**src/rtl/core/bbd_pkg.sv**
```systemverilog
// Blink beacon detector package: word types, phase codes, register indexes.
// Used by bbd_step and blink_beacon_detector. No dependencies.
`timescale 1ns / 1ps

package bbd_pkg;

  localparam int TIME_BITS   = 32;
  localparam int PERIOD_BITS = 24;
  localparam int ATT_BITS    = 3;
  localparam int TOUT_BITS   = 32;
  localparam int CFG_BITS    = 32;
  localparam int IDX_BITS    = 2;

  // compare widths wide enough for both operands
  localparam int WIN_BITS  = (TIME_BITS > PERIOD_BITS + 1) ? TIME_BITS : PERIOD_BITS + 1;
  localparam int FAIL_BITS = (TIME_BITS > TOUT_BITS) ? TIME_BITS : TOUT_BITS;

  localparam logic [ATT_BITS-1:0] ATT_MAX = '1;

  localparam logic [IDX_BITS-1:0] REG_EDGE_PERIOD  = 2'd0;
  localparam logic [IDX_BITS-1:0] REG_BLINK_MARGIN = 2'd1;
  localparam logic [IDX_BITS-1:0] REG_MAX_ATTEMPTS = 2'd2;
  localparam logic [IDX_BITS-1:0] REG_FAIL_TIMEOUT = 2'd3;

  localparam logic [PERIOD_BITS-1:0] RST_EDGE_PERIOD  = 24'd250000;
  localparam logic [PERIOD_BITS-1:0] RST_BLINK_MARGIN = 24'd187500;
  localparam logic [ATT_BITS-1:0]    RST_MAX_ATTEMPTS = 3'd4;
  localparam logic [TOUT_BITS-1:0]   RST_FAIL_TIMEOUT = 32'd2000000;

  typedef enum logic [4:0] {
    PH_START    = 5'd0,
    PH_RESTART  = 5'd1,
    PH_SEARCH   = 5'd2,
    PH_B1_OFF   = 5'd3,
    PH_B1_ON    = 5'd4,
    PH_B2_OFF   = 5'd5,
    PH_B2_ON    = 5'd6,
    PH_B3_OFF   = 5'd7,
    PH_B3_ON    = 5'd8,
    PH_B4_OFF   = 5'd9,
    PH_B4_ON    = 5'd10,
    PH_B5_OFF   = 5'd11,
    PH_B5_ON    = 5'd12,
    PH_B6_CALIB = 5'd13,
    PH_B6_OFF   = 5'd14,
    PH_B6_ON    = 5'd15,
    PH_FOUND    = 5'd16,
    PH_FAILED   = 5'd17,
    PH_DELETE   = 5'd18
  } phase_t;

  typedef struct packed {
    logic [TIME_BITS-1:0] frame_time;
    logic                 item_seen;
    logic                 item_absent;
  } in_word_t;

  typedef struct packed {
    logic [4:0]          phase;
    logic                beacon_found;
    logic                search_failed;
    logic                delete_request;
    logic                raise_threshold;
    logic [ATT_BITS-1:0] attempt_count;
  } out_word_t;

  typedef struct packed {
    logic [PERIOD_BITS-1:0] edge_period;
    logic [PERIOD_BITS-1:0] blink_margin;
    logic [ATT_BITS-1:0]    max_attempts;
    logic [TOUT_BITS-1:0]   fail_timeout;
  } cfg_t;

  typedef struct packed {
    phase_t               phase;
    logic [ATT_BITS-1:0]  attempts;
    logic [TIME_BITS-1:0] edge_start;
    logic [TIME_BITS-1:0] fail_start;
  } state_t;

endpackage

```
**src/rtl/core/bbd_step.sv**
```systemverilog
// Next-state and result logic for one frame word of the beacon detector.
// Purely combinational; depends on bbd_pkg.
`timescale 1ns / 1ps

module bbd_step (
  input  bbd_pkg::state_t    st,
  input  bbd_pkg::cfg_t      cfg,
  input  bbd_pkg::in_word_t  item,
  output bbd_pkg::state_t    st_next,
  output bbd_pkg::out_word_t result
);

  logic [bbd_pkg::TIME_BITS-1:0] edge_elapsed;
  logic [bbd_pkg::TIME_BITS-1:0] fail_elapsed;
  logic [bbd_pkg::WIN_BITS-1:0]  win_elapsed;
  logic [bbd_pkg::WIN_BITS-1:0]  win_hi;
  logic [bbd_pkg::WIN_BITS-1:0]  win_lo;
  logic                          above;
  logic                          below_hi;
  logic                          past_hi;
  logic                          timed_out;
  logic [bbd_pkg::ATT_BITS-1:0]  att_inc;
  bbd_pkg::phase_t               chk_ph;
  logic                          is_off;
  logic                          flag;
  logic                          raise;

  assign edge_elapsed = item.frame_time - st.edge_start;
  assign fail_elapsed = item.frame_time - st.fail_start;
  assign win_elapsed  = bbd_pkg::WIN_BITS'(edge_elapsed);
  assign win_hi = bbd_pkg::WIN_BITS'(cfg.edge_period) + bbd_pkg::WIN_BITS'(cfg.blink_margin);
  assign win_lo = bbd_pkg::WIN_BITS'(cfg.edge_period - cfg.blink_margin);

  // margin above period leaves no lower limit
  assign above     = (cfg.blink_margin > cfg.edge_period) || (win_elapsed > win_lo);
  assign below_hi  = win_elapsed < win_hi;
  assign past_hi   = win_elapsed > win_hi;
  assign timed_out = bbd_pkg::FAIL_BITS'(fail_elapsed) > bbd_pkg::FAIL_BITS'(cfg.fail_timeout);

  // calib phase is checked as 6 off
  assign chk_ph = (st.phase == bbd_pkg::PH_B6_CALIB) ? bbd_pkg::PH_B6_OFF : st.phase;
  assign is_off = (chk_ph == bbd_pkg::PH_B6_OFF) ||
                  ((chk_ph < bbd_pkg::PH_B6_CALIB) && chk_ph[0]);
  assign flag   = is_off ? item.item_absent : item.item_seen;

  always_comb begin
    st_next = st;
    raise   = 1'b0;
    att_inc = st.attempts;
    unique case (st.phase) inside
      bbd_pkg::PH_START, bbd_pkg::PH_RESTART, bbd_pkg::PH_SEARCH: begin
        if (st.phase != bbd_pkg::PH_SEARCH && st.attempts != bbd_pkg::ATT_MAX) begin
          att_inc = st.attempts + 1'b1;
        end
        st_next.attempts = att_inc;
        st_next.phase    = bbd_pkg::PH_SEARCH;
        if (att_inc > cfg.max_attempts) begin
          st_next.phase      = bbd_pkg::PH_FAILED;
          st_next.fail_start = item.frame_time;
        end
        if (item.item_seen) begin
          st_next.phase      = bbd_pkg::PH_B1_OFF;
          st_next.edge_start = item.frame_time;
          raise              = 1'b1;
        end
      end
      [bbd_pkg::PH_B1_OFF:bbd_pkg::PH_B6_ON]: begin
        if (st.phase == bbd_pkg::PH_B4_OFF) begin
          st_next.attempts = '0;
        end
        st_next.phase = chk_ph;
        if (flag) begin
          if (above && below_hi) begin
            st_next.phase      = bbd_pkg::phase_t'(5'(chk_ph) + 5'd1);
            st_next.edge_start = item.frame_time;
          end else begin
            st_next.phase = bbd_pkg::PH_RESTART;
          end
        end else if (past_hi) begin
          st_next.phase = bbd_pkg::PH_RESTART;
        end
      end
      bbd_pkg::PH_FAILED: begin
        if (timed_out) begin
          st_next.phase = bbd_pkg::PH_DELETE;
        end
      end
      default: begin
        // found and delete hold
      end
    endcase
  end

  always_comb begin
    result.phase           = 5'(st_next.phase);
    result.beacon_found    = (st_next.phase == bbd_pkg::PH_FOUND);
    result.search_failed   = (st_next.phase == bbd_pkg::PH_FAILED) ||
                             (st_next.phase == bbd_pkg::PH_DELETE);
    result.delete_request  = (st_next.phase == bbd_pkg::PH_DELETE);
    result.raise_threshold = raise;
    result.attempt_count   = st_next.attempts;
  end

endmodule

```
**src/rtl/core/blink_beacon_detector.sv**
```systemverilog
// Blink beacon detector top level: input register, phase state, result register.
// Depends on bbd_pkg and bbd_step.
`timescale 1ns / 1ps

// Usage
//   item channel: one word per camera frame (frame time, seen and absent flags),
//   taken at a clock edge with item_valid high and item_stall low.
//   result channel: one word per frame word, in order, with the phase after
//   that frame, the found/failed/delete flags, the raise-threshold pulse and
//   the attempt count. Hold result_stall to keep the word; it does not change.
//   A word accepted into the input register is processed once the result word
//   is free or being taken, and is then held on the result port until taken.
//   Throughput: one word per cycle while result_stall is low, set by the phase
//   update that reads and writes the state registers for each word.
//   While result is stalled, one more word is taken into the input register;
//   item_stall then rises until the result word is taken.
//   Reset (rst, synchronous): phase start, attempt count and start times zero,
//   both channels empty, registers back to defaults (period 250000, margin
//   187500, attempts 4, timeout 2000000).
//   Configuration: cfg_we with cfg_index 0..3 writes period, margin, attempts,
//   timeout; write only while no word is in flight.

module blink_beacon_detector (
  input  logic                                clk,
  input  logic                                rst,
  input  logic                                item_valid,
  output logic                                item_stall,
  input  bbd_pkg::in_word_t                   item,
  output logic                                result_valid,
  input  logic                                result_stall,
  output bbd_pkg::out_word_t                  result,
  input  logic                                cfg_we,
  input  logic [bbd_pkg::IDX_BITS-1:0]        cfg_index,
  input  logic [bbd_pkg::CFG_BITS-1:0]        cfg_data
);

  logic               in_full;
  bbd_pkg::in_word_t  in_reg;
  logic               fire;
  logic               take;
  bbd_pkg::cfg_t      cfg;
  bbd_pkg::state_t    st;
  bbd_pkg::state_t    st_next;
  bbd_pkg::out_word_t result_next;

  assign fire       = in_full && (!result_valid || !result_stall);
  assign item_stall = in_full && !fire;
  assign take       = item_valid && !item_stall;

  always_ff @(posedge clk) begin
    if (rst) begin
      in_full <= 1'b0;
    end else if (take) begin
      in_full <= 1'b1;
    end else if (fire) begin
      in_full <= 1'b0;
    end
  end

  always_ff @(posedge clk) begin
    if (take) begin
      in_reg <= item;
    end
  end

  always_ff @(posedge clk) begin
    if (rst) begin
      cfg.edge_period  <= bbd_pkg::RST_EDGE_PERIOD;
      cfg.blink_margin <= bbd_pkg::RST_BLINK_MARGIN;
      cfg.max_attempts <= bbd_pkg::RST_MAX_ATTEMPTS;
      cfg.fail_timeout <= bbd_pkg::RST_FAIL_TIMEOUT;
    end else if (cfg_we) begin
      unique case (cfg_index)
        bbd_pkg::REG_EDGE_PERIOD:  cfg.edge_period  <= cfg_data[bbd_pkg::PERIOD_BITS-1:0];
        bbd_pkg::REG_BLINK_MARGIN: cfg.blink_margin <= cfg_data[bbd_pkg::PERIOD_BITS-1:0];
        bbd_pkg::REG_MAX_ATTEMPTS: cfg.max_attempts <= cfg_data[bbd_pkg::ATT_BITS-1:0];
        bbd_pkg::REG_FAIL_TIMEOUT: cfg.fail_timeout <= cfg_data[bbd_pkg::TOUT_BITS-1:0];
        default: begin
        end
      endcase
    end
  end

  bbd_step u_step (
    .st      (st),
    .cfg     (cfg),
    .item    (in_reg),
    .st_next (st_next),
    .result  (result_next)
  );

  always_ff @(posedge clk) begin
    if (rst) begin
      st.phase      <= bbd_pkg::PH_START;
      st.attempts   <= '0;
      st.edge_start <= '0;
      st.fail_start <= '0;
    end else if (fire) begin
      st <= st_next;
    end
  end

  always_ff @(posedge clk) begin
    if (rst) begin
      result_valid <= 1'b0;
    end else if (fire) begin
      result_valid <= 1'b1;
    end else if (!result_stall) begin
      result_valid <= 1'b0;
    end
  end

  always_ff @(posedge clk) begin
    if (fire) begin
      result <= result_next;
    end
  end

  // found is terminal
  a_found_holds: assert property (@(posedge clk) disable iff (rst)
    st.phase == bbd_pkg::PH_FOUND |=> st.phase == bbd_pkg::PH_FOUND)
    else $error("found phase left");

  // a processed word always shows up on the result port
  a_fire_result: assert property (@(posedge clk) disable iff (rst)
    fire |=> result_valid)
    else $error("processed word without result");

  // state moves only when a word is processed
  a_state_quiet: assert property (@(posedge clk) disable iff (rst)
    !fire |=> $stable(st.attempts) && $stable(st.phase))
    else $error("state changed without a word");

  // reported count matches the state just written
  a_count_match: assert property (@(posedge clk) disable iff (rst)
    fire |=> result.attempt_count == st.attempts)
    else $error("attempt count out of step");

endmodule

```
**config.mk**
```make
export PLATFORM = sky130hd
export DESIGN_NAME = blink_beacon_detector
export DESIGN_NICKNAME = d
export VERILOG_FILES = /design/src/rtl/core/bbd_pkg.sv /design/src/rtl/core/bbd_step.sv /design/src/rtl/core/blink_beacon_detector.sv
export SDC_FILE = /design/constraint.sdc
export NUM_CORES = 1
export LEC_CHECK = 0
export BUFFER_PORTS_ARGS = -buffer_cell sky130_fd_sc_hd__buf_4
export CORE_MARGIN = 3
export CORE_UTILIZATION = 54
export DETAILED_ROUTE_END_ITERATION = 8
export PLACE_DENSITY = 0.84
export SYNTH_ARGS = -nofsm -noshare
export SYNTH_HDL_FRONTEND = slang
export SYNTH_SLANG_ARGS = --single-unit
```
**constraint.sdc**
```tcl
create_clock -name clk -period 19.6 [get_ports clk]
set_input_delay 3.92 -clock clk [delete_from_list [all_inputs] [get_ports clk]]
set_output_delay 3.92 -clock clk [all_outputs]
set_load 0.1 [all_outputs]
```
==> impl_table.tex <==
\begin{tabular}{lr}
\hline
Metric & Value \\
\hline
\multicolumn{2}{l}{\textbf{Critical path}} \\
\quad Most common cell on crit path & buf\_4 \\
\quad Delay contributed by the slowest stage of the critical path & 320 ps \\
\quad R2R depth & 26 \\
\quad Reg2Reg Setup Slack & 11780 ps \\
\quad Critical path, cell by cell & buf\_4, and3\_1, buf\_4 \\
\quad Critical register-to-register path startpoint & cfg[35]\$\_SDFFE\_PP0P\_ \\
\quad Buffers plus inverters on the worst setup path & 2 \\
\quad Cell class contributing the biggest share of worst-path delay & buffers and inverters \\
\quad Type of element capturing the critical path & output port \\
\quad Number of gates on the worst path with buffers counted & 3 \\
\quad Nature of the critical path startpoint & input port \\
\quad Crit path max fanout & 3 \\
\quad Critical Path RT & 15680 ps \\
\quad Slowest CP cell & buf\_4 \\
\quad Worst Path Arrival & 4580 ps \\
\quad Crit Reg-Reg Endpoint & st[47]\$\_SDFFE\_PP0P\_ \\
\quad Start-to-end type of the worst setup path & input port to output port \\
\multicolumn{2}{l}{\textbf{Yosys}} \\
\quad Post-Synthesis Cells & 1874 \\
\quad Post-synthesis cell area & 15300 um2 \\
\quad Number of unique standard cell types used by synthesis & 88 \\
\quad Flip-flop and latch count after synthesis & 203 \\
\quad Area share of the largest cell type after synthesis & 0.205 \\
\quad Yosys warning total & 0 \\
\quad Most frequently used flop master after synthesis & dfxtp\_1 \\
\quad Ranking of synthesized cells by area & dfxtp\_1 (21\%), ha\_1 (17\%), edfxtp\_1 (9.0\%) \\
\quad Net count of the mapped netlist & 2160 \\
\quad Share of the yosys chip area belonging to registers & 0.295 \\
\quad Mean Syn Cell Area & 8.17 um2 \\
\quad Cell type with the largest total area after synthesis & dfxtp\_1 \\
\quad Number of enable-type register cells in the synthesized netlist & 46 \\
\quad Post-synth ARST share & 0 \\
\quad Cell types with the highest counts after synthesis & nand2\_1 (268), ha\_1 (209), a21oi\_1 (206) \\
\quad Dominant cell by count in the synthesized netlist & nand2\_1 \\
\multicolumn{2}{l}{\textbf{Global routing}} \\
\quad Number of global-route vias before repair & 13206 \\
\quad GRT Residual Overflow & 0 \\
\quad Pin count of the biggest net entering global routing & 81 \\
\quad Antenna violations before repair & 0 \\
\quad All-Layer GR Usage & 0.251 \\
\quad Wire length of the first global-routing pass & 63900 um \\
\multicolumn{2}{l}{\textbf{Clocking}} \\
\quad Number of buffers inserted by hold repair at cts & 0 \\
\quad Post-cts gate resize count & 0 \\
\quad Maximum level of the CTS H-tree & 1 \\
\quad Setup fix buffers added after clock tree synthesis & 0 \\
\quad TritonCTS clock tree & yes \\
\quad Total CTS buffers & 24 \\
\quad Clock Tree Buf Depth & 3 \\
\quad Worst skew pair latency & 530 ps \\
\quad Clock slew at reported path FFs & 60 ps \\
\quad Number of clock sinks seen by CTS & 203 \\
\quad Root Buffer & clkbuf\_16 \\
\multicolumn{2}{l}{\textbf{Final layout}} \\
\quad Flip-flop count of the largest register after layout & 83 \\
\quad \# diodes & 0 \\
\quad Number of nets in the layout & 2218 \\
\quad Post-route cell area & 17000 um2 \\
\quad Final design utilization & 0.610 \\
\quad Area Growth Syn to Fin & 10.9\% \\
\quad Non-filler instance count after layout & 2328 \\
\quad Share of final-layout standard cells stronger than drive strength 1 & 0.0805 \\
\quad \# fillers & 2392 \\
\multicolumn{2}{l}{\textbf{Routing}} \\
\quad Router iterations before antenna repair & 7 \\
\quad Detailed-route wire length per cell & 16.6 um \\
\quad Post-route antenna net violation count & 0 \\
\quad Final wirelength & 38600 um \\
\quad Drt initial violations & 828 \\
\quad Post-route DRC & 0 \\
\quad Drt via density & 5.81 \\
\quad Overall via count from detail\_route & 13522 \\
\multicolumn{2}{l}{\textbf{STA}} \\
\quad RSZ-0062 raised after global routing & no \\
\quad Worst-case hold slack & 453 ps \\
\quad Post-layout min period & 8500 ps \\
\quad Highest clock frequency the design can meet & 118 MHz \\
\quad Total Neg Setup Slack & 0 ps \\
\quad Period utilization & 0.434 \\
\quad Setup Skew & 17.5 ps \\
\quad Hold Violations, Final & 0 \\
\quad Minimum setup slack in the final design & 11100 ps \\
\quad Number of max-slew violations in the final report & 0 \\
\quad Slew at the pin closest to its max-slew limit & 1200 ps \\
\quad Headroom to the max-slew limit & 0.196 \\
\quad Setup Viol. Count Final & 0 \\
\multicolumn{2}{l}{\textbf{Power and ir drop}} \\
\quad Power consumption & 1.29 mW \\
\quad Pwr/cell area & 76.2 nW/um2 \\
\quad Cell leakage power & 6.93 nW \\
\quad Worst-case vdd ir drop & 0.0000677 V \\
\multicolumn{2}{l}{\textbf{Min path}} \\
\quad Launch point of the worst hold path & st[15]\$\_SDFFE\_PP0P\_ \\
\quad Hold path cells & 2 \\
\quad Type of the most critical hold path & register to register \\
\quad Capture endpoint of the worst hold path & st[15]\$\_SDFFE\_PP0P\_ \\
\multicolumn{2}{l}{\textbf{Place}} \\
\quad Area after DPL & 16200 um2 \\
\quad Total placed cells including tap cells & 2284 \\
\quad HPWL after DPL & 29800 um \\
\quad Pre-CTS setup slack & 11110 ps \\
\quad Routability Congestion & 0.932 \\
\quad \# port buffers & 86 \\
\multicolumn{2}{l}{\textbf{Die}} \\
\quad Die height & 174 um \\
\quad Number of placement rows & 61 \\
\quad Core Box Area & 27900 um2 \\
\quad Number of I/O pins & 87 \\
\quad Die boundary width & 174 um \\
\quad Area of the die & 30400 um2 \\
\quad Starting density of the core & 0.550 \\
\multicolumn{2}{l}{\textbf{Run status}} \\
\quad Result of the run & complete, no violations \\
\multicolumn{2}{l}{\textbf{Flow run}} \\
\quad Max Cap Viol & 0 \\
\hline
\end{tabular}
## worst register-to-register path, cell delays in order, from the launching register on
cell and delay (ps):
dfxtp_1 360, ha_1 190, inv_1 60, fa_1 410, a21o_1 180, a21oi_1 210
o21bai_1 90, a21oi_1 220, o21bai_1 100, a21oi_1 290, o221ai_1 240, o31a_1 300
a41oi_1 280, a221oi_1 160, a311oi_1 420, a21oi_1 320, ha_1 400, nand4_1 130
nor3_1 240, a311oi_1 120, o311ai_0 460, o211ai_1 210, or4b_1 550, o31ai_1 360
o2111a_2 950, mux2i_1 350, nor2_1 70
## worst max path at each step
stage                 startpoint    endpoint  slack (ps)
finish              result_stall  item_stall       11100
global route        result_stall  item_stall       11080
CTS                 result_stall  item_stall       11110
detailed placement  result_stall  item_stall       11110
global placement    result_stall  item_stall       11120
floorplan           result_stall  item_stall       10950
## per-layer routing
layer	global-route usage	part of all wire
met5	0	0
met1	0.339	0.44
met2	0.404	0.45
met3	0.0301	0.066
met4	0.110	0.044
## cell usage in the layout, fill, tap and decap left out, drive strengths merged, types with 10 or more instances in the layout
cell | Yosys | routed
nand2 | 270 | 270
ha | 209 | 209
a21oi | 206 | 206
inv | 171 | 172
dfxtp | 157 | 157
nor2 | 133 | 133
buf | 8 | 93
xnor2 | 70 | 70
o21ai | 65 | 65
a21o | 53 | 53
edfxtp | 46 | 46
mux2i | 39 | 39
clkbuf | 53 | 33
nor3 | 26 | 26
nand3 | 25 | 25
o21a | 23 | 23
o21bai | 23 | 23
nand2b | 22 | 22
nand4 | 22 | 22
xor2 | 21 | 21
a211o | 21 | 21
a211oi | 19 | 19
a31oi | 18 | 18
o211ai | 16 | 16
nor2b | 14 | 14
and2 | 14 | 14
nand3b | 13 | 13
and3 | 12 | 12
nor4 | 10 | 10
## layout make-up
type                       count  area (um2)  share of cell area
clock buffer                  33         666              0.0392
clock inverter                11         113             0.00663
inverter                     172         646              0.0380
multi-input combinational   1438        9870               0.581
sequential                   203        4520               0.266
tap                          378         473              0.0278
timing repair buffer          93         698              0.0411
## where the power goes
group / internal, mW / switching (mW)
clock network: 0.264 / 0.180
logic: 0.159 / 0.229
registers: 0.447 / 0.0150
total: 0.870 / 0.424
## cells by family (layout without fill, tap and decap cells)
group / after synthesis / after routing / synth area share
simple gates: 593 / 593 / 0.179
compound gates: 502 / 502 / 0.210
buf+inv: 233 / 309 / 0.0612
fa+ha+maj: 213 / 213 / 0.176
flops: 203 / 203 / 0.295
xor+xnor: 91 / 91 / 0.0521
mux: 39 / 39 / 0.0263
(Power assumes the default switching activity.)
